$ cat src/rtl/albp_pkg.sv
// Shared types and constants for the absolute loader block parser.
// Used by the front, queue, back and top-level modules.
package albp_pkg;

  localparam int unsigned ADDR_BITS   = 16;
  localparam int unsigned QUEUE_DEPTH = 2;
  localparam int unsigned QPTR_W      = 1;
  localparam int unsigned QCNT_W      = 2;

  localparam logic [15:0] HDR_LEN    = 16'd6;
  localparam logic [16:0] BLK_SIZE   = 17'd512;
  localparam logic [16:0] SIZE_MAX17 = 17'd131071;
  localparam logic [17:0] BLK_ROUND  = 18'd511;
  localparam int unsigned BLK_SHIFT  = 9;

  localparam logic [7:0] MARK0_VAL = 8'd1;
  localparam logic [7:0] MARK1_VAL = 8'd0;

  typedef enum logic [1:0] {
    KIND_DATA  = 2'd0,
    KIND_CHECK = 2'd1,
    KIND_END   = 2'd2,
    KIND_HERR  = 2'd3
  } kind_e;

  typedef enum logic [2:0] {
    OP_SUM  = 3'd0,
    OP_HERR = 3'd1,
    OP_ALO  = 3'd2,
    OP_AHI  = 3'd3,
    OP_END  = 3'd4,
    OP_DATA = 3'd5,
    OP_CSUM = 3'd6
  } op_e;

  typedef struct packed {
    op_e        op;
    logic [7:0] value;
  } op_t;

endpackage

$ cat src/rtl/albp_front.sv
// Front end: tracks the header/data/checksum phase and classifies each byte.
// Depends on albp_pkg for the op type.
module albp_front (
  input  logic           clk_i,
  input  logic           rst_ni,
  input  logic           push_i,
  input  logic [7:0]     in_byte_i,
  output albp_pkg::op_t  op_o
);

  typedef enum logic [2:0] {
    PH_MARK0,
    PH_MARK1,
    PH_CNTLO,
    PH_CNTHI,
    PH_ADRLO,
    PH_ADRHI,
    PH_DATA,
    PH_CSUM
  } phase_e;

  phase_e      phase_q, phase_d;
  logic [7:0]  cnt_lo_q, cnt_lo_d;
  logic [15:0] count_q, count_d;
  logic [15:0] left_q, left_d;
  logic [15:0] count_full;
  logic [15:0] left_dec;

  assign count_full = {in_byte_i, cnt_lo_q};
  assign left_dec   = left_q - 16'd1;

  always_comb begin
    phase_d  = phase_q;
    cnt_lo_d = cnt_lo_q;
    count_d  = count_q;
    left_d   = left_q;
    op_o.op    = albp_pkg::OP_SUM;
    op_o.value = in_byte_i;
    case (phase_q)
      PH_MARK0: begin
        if (in_byte_i != albp_pkg::MARK0_VAL) begin
          op_o.op = albp_pkg::OP_HERR;
        end else begin
          phase_d = PH_MARK1;
        end
      end
      PH_MARK1: begin
        if (in_byte_i != albp_pkg::MARK1_VAL) begin
          op_o.op = albp_pkg::OP_HERR;
          phase_d = PH_MARK0;
        end else begin
          phase_d = PH_CNTLO;
        end
      end
      PH_CNTLO: begin
        cnt_lo_d = in_byte_i;
        phase_d  = PH_CNTHI;
      end
      PH_CNTHI: begin
        count_d = count_full;
        if (count_full < albp_pkg::HDR_LEN) begin
          op_o.op = albp_pkg::OP_HERR;
          phase_d = PH_MARK0;
        end else begin
          phase_d = PH_ADRLO;
        end
      end
      PH_ADRLO: begin
        op_o.op = albp_pkg::OP_ALO;
        phase_d = PH_ADRHI;
      end
      PH_ADRHI: begin
        if (count_q == albp_pkg::HDR_LEN) begin
          op_o.op = albp_pkg::OP_END;
          phase_d = PH_MARK0;
        end else begin
          op_o.op = albp_pkg::OP_AHI;
          left_d  = count_q - albp_pkg::HDR_LEN;
          phase_d = PH_DATA;
        end
      end
      PH_DATA: begin
        op_o.op = albp_pkg::OP_DATA;
        left_d  = left_dec;
        if (left_dec == 16'd0) begin
          phase_d = PH_CSUM;
        end
      end
      PH_CSUM: begin
        op_o.op = albp_pkg::OP_CSUM;
        phase_d = PH_MARK0;
      end
      default: begin
        phase_d = PH_MARK0;
      end
    endcase
  end

  always_ff @(posedge clk_i or negedge rst_ni) begin
    if (!rst_ni) begin
      phase_q  <= PH_MARK0;
      cnt_lo_q <= '0;
      count_q  <= '0;
      left_q   <= '0;
    end else if (push_i) begin
      phase_q  <= phase_d;
      cnt_lo_q <= cnt_lo_d;
      count_q  <= count_d;
      left_q   <= left_d;
    end
  end

endmodule

$ cat src/rtl/albp_queue.sv
// Two-entry op queue between the front and back ends.
// Depends on albp_pkg for the op type and depth constants.
module albp_queue (
  input  logic           clk_i,
  input  logic           rst_ni,
  input  logic           push_i,
  input  albp_pkg::op_t  push_op_i,
  output logic           full_o,
  input  logic           pop_i,
  output logic           empty_o,
  output albp_pkg::op_t  head_op_o
);

  albp_pkg::op_t                 mem_q [albp_pkg::QUEUE_DEPTH];
  logic [albp_pkg::QPTR_W-1:0]   wr_ptr_q, rd_ptr_q;
  logic [albp_pkg::QCNT_W-1:0]   cnt_q;

  assign full_o    = (cnt_q == albp_pkg::QCNT_W'(albp_pkg::QUEUE_DEPTH));
  assign empty_o   = (cnt_q == '0);
  assign head_op_o = mem_q[rd_ptr_q];

  always_ff @(posedge clk_i) begin
    if (push_i) begin
      mem_q[wr_ptr_q] <= push_op_i;
    end
  end

  always_ff @(posedge clk_i or negedge rst_ni) begin
    if (!rst_ni) begin
      wr_ptr_q <= '0;
      rd_ptr_q <= '0;
      cnt_q    <= '0;
    end else begin
      if (push_i) begin
        wr_ptr_q <= wr_ptr_q + 1'b1;
      end
      if (pop_i) begin
        rd_ptr_q <= rd_ptr_q + 1'b1;
      end
      if (push_i && !pop_i) begin
        cnt_q <= cnt_q + 1'b1;
      end else if (!push_i && pop_i) begin
        cnt_q <= cnt_q - 1'b1;
      end
    end
  end

endmodule

$ cat src/rtl/albp_back.sv
// Back end: executes queued ops, keeps address, checksum and image size,
// and holds the output register. Depends on albp_pkg.
module albp_back (
  input  logic           clk_i,
  input  logic           rst_ni,
  input  logic           empty_i,
  input  albp_pkg::op_t  op_i,
  output logic           pop_o,
  output logic           out_valid_o,
  input  logic           out_ready_i,
  output logic [1:0]     kind_o,
  output logic [15:0]    address_o,
  output logic [7:0]     data_o,
  output logic           checksum_ok_o,
  output logic [16:0]    image_size_o,
  output logic [8:0]     block_total_o
);

  logic [albp_pkg::ADDR_BITS-1:0] addr_q, addr_d;
  logic [7:0]  alo_q, alo_d;
  logic [7:0]  sum_q, sum_d;
  logic [16:0] total_q, total_d;
  logic        vld_q, vld_d;
  logic [1:0]  kind_q, kind_d;
  logic [15:0] oaddr_q, oaddr_d;
  logic [7:0]  data_q, data_d;
  logic        ok_q, ok_d;
  logic [16:0] size_q, size_d;
  logic [8:0]  blk_q, blk_d;

  logic [7:0]                     sum_add;
  logic [albp_pkg::ADDR_BITS-1:0] hdr_addr;
  logic [17:0]                    blk_sum;
  logic                           emit;

  assign pop_o    = !empty_i && (!vld_q || out_ready_i);
  assign sum_add  = sum_q + op_i.value;
  assign hdr_addr = albp_pkg::ADDR_BITS'({op_i.value, alo_q});
  assign blk_sum  = {1'b0, total_q} + albp_pkg::BLK_ROUND;

  always_comb begin
    addr_d  = addr_q;
    alo_d   = alo_q;
    sum_d   = sum_q;
    total_d = total_q;
    emit    = 1'b0;
    kind_d  = kind_q;
    oaddr_d = oaddr_q;
    data_d  = data_q;
    ok_d    = ok_q;
    size_d  = size_q;
    blk_d   = blk_q;
    if (pop_o) begin
      kind_d  = albp_pkg::KIND_HERR;
      oaddr_d = '0;
      data_d  = '0;
      ok_d    = 1'b0;
      size_d  = '0;
      blk_d   = '0;
      case (op_i.op)
        albp_pkg::OP_SUM: begin
          sum_d = sum_add;
        end
        albp_pkg::OP_HERR: begin
          sum_d = '0;
          emit  = 1'b1;
        end
        albp_pkg::OP_ALO: begin
          alo_d = op_i.value;
          sum_d = sum_add;
        end
        albp_pkg::OP_AHI: begin
          addr_d = hdr_addr;
          sum_d  = sum_add;
        end
        albp_pkg::OP_END: begin
          addr_d  = hdr_addr;
          sum_d   = '0;
          total_d = albp_pkg::BLK_SIZE;
          emit    = 1'b1;
          kind_d  = albp_pkg::KIND_END;
          oaddr_d = 16'(hdr_addr);
          size_d  = total_q;
          blk_d   = blk_sum[albp_pkg::BLK_SHIFT +: 9];
        end
        albp_pkg::OP_DATA: begin
          addr_d = addr_q + 1'b1;
          sum_d  = sum_add;
          if (total_q < albp_pkg::SIZE_MAX17) begin
            total_d = total_q + 17'd1;
          end
          emit    = 1'b1;
          kind_d  = albp_pkg::KIND_DATA;
          oaddr_d = 16'(addr_q);
          data_d  = op_i.value;
        end
        albp_pkg::OP_CSUM: begin
          sum_d  = '0;
          emit   = 1'b1;
          kind_d = albp_pkg::KIND_CHECK;
          ok_d   = (sum_add == 8'd0);
        end
        default: begin
          sum_d = '0;
        end
      endcase
    end
    if (emit) begin
      vld_d = 1'b1;
    end else if (out_ready_i) begin
      vld_d = 1'b0;
    end else begin
      vld_d = vld_q;
    end
  end

  always_ff @(posedge clk_i or negedge rst_ni) begin
    if (!rst_ni) begin
      addr_q  <= '0;
      sum_q   <= '0;
      total_q <= albp_pkg::BLK_SIZE;
      vld_q   <= 1'b0;
    end else begin
      addr_q  <= addr_d;
      sum_q   <= sum_d;
      total_q <= total_d;
      vld_q   <= vld_d;
    end
  end

  always_ff @(posedge clk_i) begin
    alo_q <= alo_d;
    if (emit) begin
      kind_q  <= kind_d;
      oaddr_q <= oaddr_d;
      data_q  <= data_d;
      ok_q    <= ok_d;
      size_q  <= size_d;
      blk_q   <= blk_d;
    end
  end

  assign out_valid_o   = vld_q;
  assign kind_o        = kind_q;
  assign address_o     = oaddr_q;
  assign data_o        = data_q;
  assign checksum_ok_o = ok_q;
  assign image_size_o  = size_q;
  assign block_total_o = blk_q;

endmodule

$ cat src/rtl/absolute_loader_block_parser.sv
// Absolute loader format parser: one stream byte per item, at most one result.
// Accepted bytes are written to the queue; results are held in the back-end output register.
// Throughput: one byte per cycle while the queue is not full; the two-entry
// queue and the back-end output register let input and output stall independently.
// Reset: asynchronous, active low; waits for a header marker, image size 512.
// Depends on albp_pkg, albp_front, albp_queue and albp_back.
module absolute_loader_block_parser (
  input  logic        clk_i,
  input  logic        rst_ni,
  input  logic        in_valid_i,
  output logic        in_ready_o,
  input  logic [7:0]  in_byte_i,
  output logic        out_valid_o,
  input  logic        out_ready_i,
  output logic [1:0]  kind_o,
  output logic [15:0] address_o,
  output logic [7:0]  data_o,
  output logic        checksum_ok_o,
  output logic [16:0] image_size_o,
  output logic [8:0]  block_total_o
);

  albp_pkg::op_t front_op;
  albp_pkg::op_t head_op;
  logic          push;
  logic          full;
  logic          empty;
  logic          pop;

  assign in_ready_o = !full;
  assign push       = in_valid_i && !full;

  albp_front u_front (
    .clk_i     (clk_i),
    .rst_ni    (rst_ni),
    .push_i    (push),
    .in_byte_i (in_byte_i),
    .op_o      (front_op)
  );

  albp_queue u_queue (
    .clk_i     (clk_i),
    .rst_ni    (rst_ni),
    .push_i    (push),
    .push_op_i (front_op),
    .full_o    (full),
    .pop_i     (pop),
    .empty_o   (empty),
    .head_op_o (head_op)
  );

  albp_back u_back (
    .clk_i         (clk_i),
    .rst_ni        (rst_ni),
    .empty_i       (empty),
    .op_i          (head_op),
    .pop_o         (pop),
    .out_valid_o   (out_valid_o),
    .out_ready_i   (out_ready_i),
    .kind_o        (kind_o),
    .address_o     (address_o),
    .data_o        (data_o),
    .checksum_ok_o (checksum_ok_o),
    .image_size_o  (image_size_o),
    .block_total_o (block_total_o)
  );

endmodule
$ cat config.mk
export PLATFORM = sky130hd
export DESIGN_NAME = absolute_loader_block_parser
export DESIGN_NICKNAME = d
export VERILOG_FILES = /design/src/rtl/albp_pkg.sv /design/src/rtl/albp_front.sv /design/src/rtl/albp_queue.sv /design/src/rtl/albp_back.sv /design/src/rtl/absolute_loader_block_parser.sv
export SDC_FILE = /design/constraint.sdc
export NUM_CORES = 1
export LEC_CHECK = 0
export ABC_CLOCK_PERIOD_IN_PS = 6990
export BUFFER_PORTS_ARGS = -buffer_cell sky130_fd_sc_hd__buf_2
export CORE_MARGIN = 3
export CORE_UTILIZATION = 55
export DETAILED_ROUTE_END_ITERATION = 10
export GPL_TIMING_DRIVEN = 0
export MAX_ROUTING_LAYER = met4
export PLACE_DENSITY_LB_ADDON = 0.1
export SLEW_MARGIN = 25
export SYNTH_ARGS = -nofsm -noshare
export SYNTH_HDL_FRONTEND = slang
export SYNTH_SLANG_ARGS = --single-unit
$ cat constraint.sdc
create_clock -name clk_i -period 6.99 [get_ports clk_i]
set_clock_uncertainty 0.15 [all_clocks]
set_input_delay 0.3495 -clock clk_i [delete_from_list [all_inputs] [get_ports clk_i]]
set_output_delay 0.3495 -clock clk_i [all_outputs]
set_load 0.005 [all_outputs]
# After elaboration in Yosys (flattened, before gate mapping)
# Memories as Yosys holds them, arrays and structs flattened.
# Cells that the tools add are included.
[word_totals]
ff_bits = 150
ram_bits = 22
in_bits = 12
output_inout_bits = 55
wordCells = 110
n_memories = 1
[mem_list]
columns = ["name", "depth", "word_bits", "read_ports", "rd_clocked_by_memory_dff", "wr", "line", "text"]
rows = [
  ["u_queue.mem_q", 2, 11, 1, 0, 1, "albp_queue.sv:14", "albp_pkg::op_t mem_q [albp_pkg::QUEUE_DEPTH];"],
]
[op_classes]
n_addsub = 10
n_lt_le_gt_ge = 2
eq_ne = 20
mux = 27
reduce_logical = 32
[ops]
columns = ["operator", "n"]
rows = [
  ["16-bit case mux with 2 select lines", 3],
  ["17-bit case mux with 2 select lines", 1],
  ["3-bit case mux with 8 select lines", 1],
  ["3-bit == test (second input constant)", 7],
  ["3-bit case mux with 7 select lines", 1],
  ["17-bit by 9-bit adder with 18-bit output (second input constant)", 1],
  ["17-bit by 1-bit adder with 17-bit output (second input constant)", 1],
  ["17-bit < comparator (second input constant)", 1],
  ["17-bit two-way mux", 1],
  ["16-bit by 1-bit adder with 16-bit output (second input constant)", 1],
  ["16-bit by 3-bit == test with 1-bit output (second input constant)", 1],
  ["16-bit logical NOT", 1],
  ["16-bit by 3-bit < comparator with 1-bit output (second input constant)", 1],
  ["16-bit two-way mux", 1],
  ["16-bit by 1-bit subtractor with 16-bit output (second input constant)", 1],
  ["16-bit by 3-bit subtractor with 16-bit output (second input constant)", 1],
  ["3-bit two-way mux", 5],
  ["3-bit by 2-bit == test with 1-bit output (second input constant)", 4],
  ["2-bit AND reduction", 5],
  ["2-bit nonzero test", 5],
  ["1-bit two-way mux", 9],
  ["3-bit AND reduction", 3],
  ["8-bit adder", 1],
  ["8-bit logical NOT", 1],
  ["19 further kinds", 34],
]

# Longest topological paths before layout
# Gate-level depths: netlist of run 1.
[depth]
ltp_word = 7
ltp_mapped = 12
ltp_nobuf = 10

# Hierarchy
# From an unflattened synthesis of run 1, not the netlist that was laid out.
[unflattened]
cells_unflattened = 828
hier_area_um2 = 8934.8
[by_module_without_submodules]
columns = ["mod", "instances", "cells_each", "area_per_inst_um2", "seq_area_each_um2"]
rows = [
  ["albp_back", 1, 473, 5121.2, 2884.0],
  ["albp_front", 1, 303, 2787.7, 1076.0],
  ["albp_queue", 1, 50, 1016.0, 760.7],
  ["absolute_loader_block_parser", 1, 2, 10.0, 0.0],
]

# Least setup slack after synthesis of run 1
# No wires, ideal clock.
[synth_path]
path_type = "register to register"
startpoint = "register u_queue.rd_ptr_q"
endpoint = "register u_back.oaddr_q[0], in the netlist u_back.address_o[0] (enable)"
setup_ns = 0.465
arrival_time_ns = 3.447
t_required_ns = 6.375
setup_slack_ns = 2.928
path_stages_with_launch = 7
n_path_buf = 2
synth_period_minus_slack_ns = 4.062
path_cell_list = "dfrtp_1 > buf_2 > mux2_2 > clkbuf_1 > nor2_1 > nor2_1 > nor2_1"
[synth_via]
elab_chain_cells = 6
word_cells_on_any_way = 9
classes_between = "eq/ne (4); mux (2); reduce/logical (2); memory (1)"
[synth_lines]
columns = ["element", "line", "text"]
rows = [
  ["start, declared", "albp_queue.sv:15", "logic [albp_pkg::QPTR_W-1:0] wr_ptr_q, rd_ptr_q;"],
  ["start signal, assigned", "albp_queue.sv:38", "rd_ptr_q <= rd_ptr_q + 1'b1;"],
  ["memory 2 x 11 bit (*)", "-", ""],
  ["3-bit by 1-bit == test with 1-bit output or 3-bit == test (tied branches)", "albp_back.sv:60", "case (op_i.op)"],
  ["4-bit OR reduction (no source line) (*)", "-", ""],
  ["1-bit two-way mux (*)", "albp_back.sv:60", ""],
  ["1-bit two-way mux (*)", "albp_back.sv:53", "if (pop_o) begin"],
  ["via u_back.emit", "albp_back.sv:34", "logic emit;"],
  ["2-bit AND reduction (no source line) (*)", "-", ""],
  ["end signal, assigned", "albp_back.sv:135", "oaddr_q <= oaddr_d;"],
  ["end, declared", "albp_back.sv:25", "logic [15:0] oaddr_q, oaddr_d;"],
]
# Mark *: on every way through the listed nets, which the timed path passes. The rest lies on a longest branch.
# A chain may end at the register's enable or synchronous reset.

==> results of run 1 <==
## logic make-up after synthesis
logic type	after synthesis
AOI/OAI and AO/OA	175
xor gates and xnor gates	48
adders and majority gates	15
buffers and inverters	59
DFF	172
muxes	39
and+or+nand+nor	287
## power groups by stage
stage / clock network (mW) / logic [mW] / registers [mW]
2_1_floorplan: 0 / 0.776 / 1.55
3_3_place_gp: 0 / 1.16 / 1.55
3_5_place_dp: 0 / 1.24 / 1.54
4_1_cts: 1.02 / 1.25 / 1.52
5_1_grt: 1.07 / 1.39 / 1.56
6_report: 1.01 / 1.25 / 1.52
## state kept, by name, indices dropped and copies added, names as in the netlist, 2 cells and up
register / flops
u_back.data_o: 8
u_back.total_q: 17
u_back.address_o: 16
u_front.cnt_lo_q: 8
u_back.alo_q: 8
u_back.block_total_o: 9
u_front.phase_q: 3
u_back.sum_q: 8
u_queue.cnt_q: 2
u_front.count_q: 16
u_back.kind_o: 2
u_back.image_size_o: 17
u_front.left_q: 16
u_queue.mem_q: 22
u_back.addr_q: 16
## final timing paths
check                                  endpoint  slack (ns)  depth (start not counted)
max                        u_back.checksum_ok_o        3.19                         12
min                         u_queue.mem_q[1][3]        0.02                          1
max reg2reg                u_back.checksum_ok_o        3.19                         12
min reg2reg                  u_front.count_q[0]        0.35                          1
max in group asynchronous     u_back.total_q[9]        5.82                          3
min in group asynchronous     u_front.left_q[6]        0.25                          2
## placed cells by master, fill, tap and decap left out, types with 5 or more instances in the layout
cell           netlist  routed
buf_2                6      71
o21ai_0             21      21
clkbuf_16            0      17
nand4b_1             5       5
nand4_1             14      14
dlygate4sd3_1        0       5
a21o_1               5       5
o21ai_1             24      24
inv_1               19      19
or3_1                5       5
edfxtp_1            83      83
o22ai_1              8       8
a211oi_1            11      11
nand2_1             61      61
nand3_1             30      30
a22o_1               8       8
ha_1                14      14
mux2_1              24      24
and2_1              17      17
nand2b_1             6       6
and3_1              15      15
nor3_1              10       9
xor2_1              30      30
nor4_1              11      11
xnor2_1             18      18
or4_1                6       6
nor2_1              84      83
dfrtp_1             88      88
clkbuf_1            31      31
mux2i_1             12      12
a21oi_1             66      66
## worst max-delay path: stages, from the launching register on
cell,delay [ns]
dfrtp_1,0.31
buf_2,0.21
buf_2,0.32
mux2i_1,0.49
inv_1,0.17
ha_1,0.27
fa_1,0.40
a21o_1,0.17
a21oi_1,0.26
o21bai_1,0.10
a21oi_1,0.20
xnor2_1,0.12
nor4_1,0.40
## per-stage QoR
stage,utilization,area (sq um),hold WS (ns),total power [mW]
after global routing,0.664,9870,0.0126,4.01
after detailed placement,0.618,9190,0.135,2.78
after CTS,0.663,9860,0.00330,3.79
final,0.664,9870,0.0202,3.78
after floorplan,-,8520,-0.0961,2.33
after global placement,0.611,9080,0.319,2.70
## cell type report
type / count / share of cell area
inverter: 21 / 0.00799
timing repair buffer: 74 / 0.0475
multi-input combinational: 564 / 0.363
clock inverter: 15 / 0.0212
tap: 184 / 0.0233
buffer: 38 / 0.0152
clock buffer: 17 / 0.0431
sequential: 172 / 0.478
## per-layer routing
layer	track usage	vias to the layer above	share of wire
li1	-	3080	-
met1	0.318	3173	0.42
met2	0.392	264	0.50
met3	0.0500	42	0.056
met4	0.0865	0	0.024
met5	-	-	0
## repair_timing
item / in CTS / in global routing
hold buffers: 4 / 1
gates resized for setup: 0 / 0
hold endpoints to repair: 46 / 2
==> impl_metrics.yaml, run 1 <==
status:
  status: "complete, no violations"
synth:
  async_reset_ff_frac: 0.517
  synth_compound_area_frac: 0.125
  yosys.cell_count.top_type: "dfrtp_1"
  ys_types: 72
  synth_fa_ha_area_frac: 0.0229
  syn-num-nets: 822
  synthCells: 795
  synth_warnings: 0
  synth_ff_type: "dfrtp_1"
  syn_area_per_cell_sq_um: 10.7
  synthXorXnorAreaFrac: 0.0493
  synthMuxAreaShare: 0.0501
  synth_top_family_by_area: "simple AND/OR/NAND/NOR gates"
  synth_seq_cells: 172
  netlist_area_sq_um: 8520
  synthTopCellsByCount: "88 x dfrtp_1, 84 x nor2_1, 83 x edfxtp_1"
  yosys.area_share.simple: 0.172
  synth.top_cell.area_share: 0.292
  yosysTopAreaCell: "edfxtp_1"
  ys_seq_area_frac: 0.554
  synthTopCellsByArea: "edfxtp_1 29%, dfrtp_1 26%, a21oi_1 3.9%"
  synth_edf_count: 83
power:
  p_leak_nw: 4.19
  p_per_area_nw_per_um2: 383
  ir_worst_vdd_mv: 0.221
  clkPwrFrac: 0.266
  swShare: 0.344
  switchingPower_mw: 1.30
  p_int_mw: 2.48
  power_frac_seq: 0.404
  p_comb_frac: 0.330
finish:
  multi_input_area_sq_um: 3590
  nets: 915
  seq_area_sq_um: 4720
  layout.cells.non_filler: 1085
  diodes: 0
  layout-drive-gt1-share: 0.141
  synthToLayoutAreaGrowth_pct: 15.8
  num-fill-cells: 1182
routing:
  avgViaCountPerCell: 6.05
  vias: 6559
  wire_per_inst_um: 17.9
  drc: 0
  wirelength_um: 19400
  final_antenna_net_count: 0
  drtIter0Drc: 575
  firstDrtPassIters: 5
global_route:
  overflow: 0
  track_usage: 0.247
  grt_pass1_vias: 6327
  grt_start_max_net_pins: 50
  antenna_found_initial: 0
  grt_pass1_wl_um: 31700
timing:
  timing.final.ws_setup_ns: 3.19
  rsz0062_at_grt: "no"
  max_freq_ghz: 0.263
  tns_ns: 0
  slew_headroom: 0.366
  fin_crit_sh: 0.543
  drv_slew: 0
  setup_viol: 0
  hold_viol_final: 0
  worst_pin_slew_ns: 0.948
  period_minus_slack_ns: 3.80
placement:
  post-place-ws_ns: 3.24
  finalWeightedCongestion: 0.881
  place.detailed.hpwl_um: 14000
  port_buffers: 66
  dp_cells: 1048
setup_path:
  critPathMaxFanout: 10
  cp-start-kind: "flip-flop"
  worstSetupPathType: "reg -> reg"
  cp-startpoint: "u_queue.rd_ptr_q"
  cp-end-kind: "flip-flop"
  arrival_ns: 3.84
  crit_required_ns: 7.03
  r2r-start: "u_queue.rd_ptr_q"
clock_network:
  cts_setup_buffers: 0
  clock_path_buffers: 2
  cts.sinks: 172
  path_clk_slew_ns: 0.07
  cts_tree: "done"
  insertion_delay_ns: 0.43
  cts_root_buf: "clkbuf_16"
  htreeDepth: 4
  numCtsBuffers: 17
floorplan:
  top_level_ports: 67
  placementRows: 44
  die_w_um: 130
  start_util: 0.573
  die_h_um: 130
  core_sq_um: 14900
  dieArea_sq_um: 17000
hold_path:
  hold_class: "in -> reg"
  hold_path.startpoint: "in_byte_i[3]"
flow_run:
  cap_violations: 0
No activity file was read; power rests on OpenSTA's default activity.
==> run 2: changes to the inputs <==
--- a/config.mk
+++ b/config.mk
@@ -5,7 +5,7 @@
 export SDC_FILE = /design/constraint.sdc
 export NUM_CORES = 1
 export LEC_CHECK = 0
-export ABC_CLOCK_PERIOD_IN_PS = 6990
+export ABC_CLOCK_PERIOD_IN_PS = 3900
 export BUFFER_PORTS_ARGS = -buffer_cell sky130_fd_sc_hd__buf_2
 export CORE_MARGIN = 3
 export CORE_UTILIZATION = 55
==> constraint.sdc (replaced) <==
create_clock -name clk_i -period 3.9 [get_ports clk_i]
set_clock_uncertainty 0.15 [all_clocks]
set_input_delay 0.195 -clock clk_i [delete_from_list [all_inputs] [get_ports clk_i]]
set_output_delay 0.195 -clock clk_i [all_outputs]
set_load 0.005 [all_outputs]
==> impl_metrics.yaml, run 2 (same netlist as run 1, synthesis figures left out) <==
floorplan:
  core_sq_um: 14900
  top_level_ports: 67
  dieArea_sq_um: 17000
  placementRows: 44
  start_util: 0.573
  die_h_um: 130
  die_w_um: 130
status:
  status: "complete, no violations"
clock_network:
  cts.sinks: 172
  clock_path_buffers: 2
  htreeDepth: 4
  insertion_delay_ns: 0.43
  numCtsBuffers: 17
  cts_tree: "done"
  cts_setup_buffers: 0
  path_clk_slew_ns: 0.07
  cts_root_buf: "clkbuf_16"
hold_path:
  hold_class: "in -> async"
power:
  p_leak_nw: 4.19
  finalPower_mw: 6.66
  p_per_area_nw_per_um2: 675
  ir_worst_vdd_mv: 0.365
routing:
  wire_per_inst_um: 18.2
  final_antenna_net_count: 0
  avgViaCountPerCell: 6.04
  drtIter0Drc: 418
  drc: 0
  vias: 6587
  firstDrtPassIters: 5
  wirelength_um: 19900
timing:
  period_minus_slack_ns: 3.64
  tns_ns: 0
  setup_viol: 0
  max_freq_ghz: 0.275
  timing.hold.ws_ns: 0.105
  worst_pin_slew_ns: 0.830
  slew_headroom: 0.443
  drv_slew: 0
  hold_viol_final: 0
  fin_crit_sh: 0.932
  rsz0062_at_grt: "no"
placement:
  finalWeightedCongestion: 0.922
  place.detailed.hpwl_um: 14200
  port_buffers: 66
finish:
  largest_reg_flops: 22
  diodes: 0
  synthToLayoutAreaGrowth_pct: 15.8
  layout-drive-gt1-share: 0.141
  final_cell_mix: "88 x dfrtp_1, 83 x edfxtp_1, 82 x nor2_1"
  layout.cells.most_common: "dfrtp_1"
  nets: 920
  num-fill-cells: 1138
  largest-register: "u_queue.mem_q"
global_route:
  track_usage: 0.253
  antenna_found_initial: 0
  grt_pass1_wl_um: 32900
  grt_pass1_vias: 6496
  overflow: 0
  grt_start_max_net_pins: 48
flow_run:
  cap_violations: 0
setup_path:
  cp-start-kind: "flip-flop"
  r2r_cells: 12
  worstSetupPathType: "reg -> reg"
  arrival_ns: 3.72
  crit_required_ns: 3.99
  critPathMaxFanout: 10
  cp-end-kind: "flip-flop"
## run 2: report_power, final
part	internal (mW)	switching (mW)	total, mW
Sequential	2.50	0.238	2.74
Combinational	0.820	1.38	2.20
Clock	0.963	0.761	1.72
Total	4.28	2.38	6.66
## run 2: path summary, 6_finish.rpt
kind,startpoint,to,slack [ns]
max in group asynchronous,rst_ni,u_front.left_q[10],2.90
worst max register to register,u_queue.rd_ptr_q,u_back.checksum_ok_o,0.26
min in group clk_i,u_front.cnt_lo_q[0],u_front.count_q[0],0.36
worst min register to register,u_front.cnt_lo_q[0],u_front.count_q[0],0.36
worst max-delay path,u_queue.rd_ptr_q,u_back.checksum_ok_o,0.26
worst min-delay path,rst_ni,u_back.addr_q[6],0.10
## run 2: routing by layer
layer  vias to the layer above  track usage  part of all wire
met5                         -            -                 0
met4                         0        0.111             0.028
met3                        44       0.0398             0.042
met2                       193        0.402              0.49
met1                      3257        0.325              0.44
li1                       3093            -                 -
## run 2: final cells by class
type	instances	area, sq um	share of cell area
clock inverter	13	140	0.0142
clock buffer	19	464	0.0470
timing repair buffer	79	494	0.0501
sequential	172	4720	0.478
inverter	21	78.8	0.00798
tap	184	230	0.0233
multi-input combinational	564	3590	0.364
buffer	38	150	0.0152
## run 2: through the flow
step | setup WS (ns) | util | cells | cell area, sq um
after floorplan | 0.746 | - | 795 | 8530
after global placement | 0.0898 | 0.611 | 1045 | 9090
after detailed placement | 0.185 | 0.615 | 1047 | 9150
after CTS | 0.129 | 0.663 | 1090 | 9860
after global routing | 0.110 | 0.664 | 1090 | 9870
final | 0.265 | 0.664 | 1090 | 9870
## run 2: worst max-delay path, stage by stage, from the launching register on
cell	delay, ns
dfrtp_1	0.31
buf_2	0.21
buf_2	0.34
mux2i_2	0.46
inv_1	0.18
ha_1	0.27
fa_1	0.41
a21o_1	0.18
a21oi_1	0.22
o21bai_1	0.09
a21oi_1	0.19
xnor2_1	0.12
nor4_1	0.30
## run 2: what timing repair did
item | in CTS | in global routing
hold buffers | 11 | 0
endpoints found under the hold margin | 123 | 0
endpoints found under the setup margin | 0 | 1
resized for setup | 0 | 1
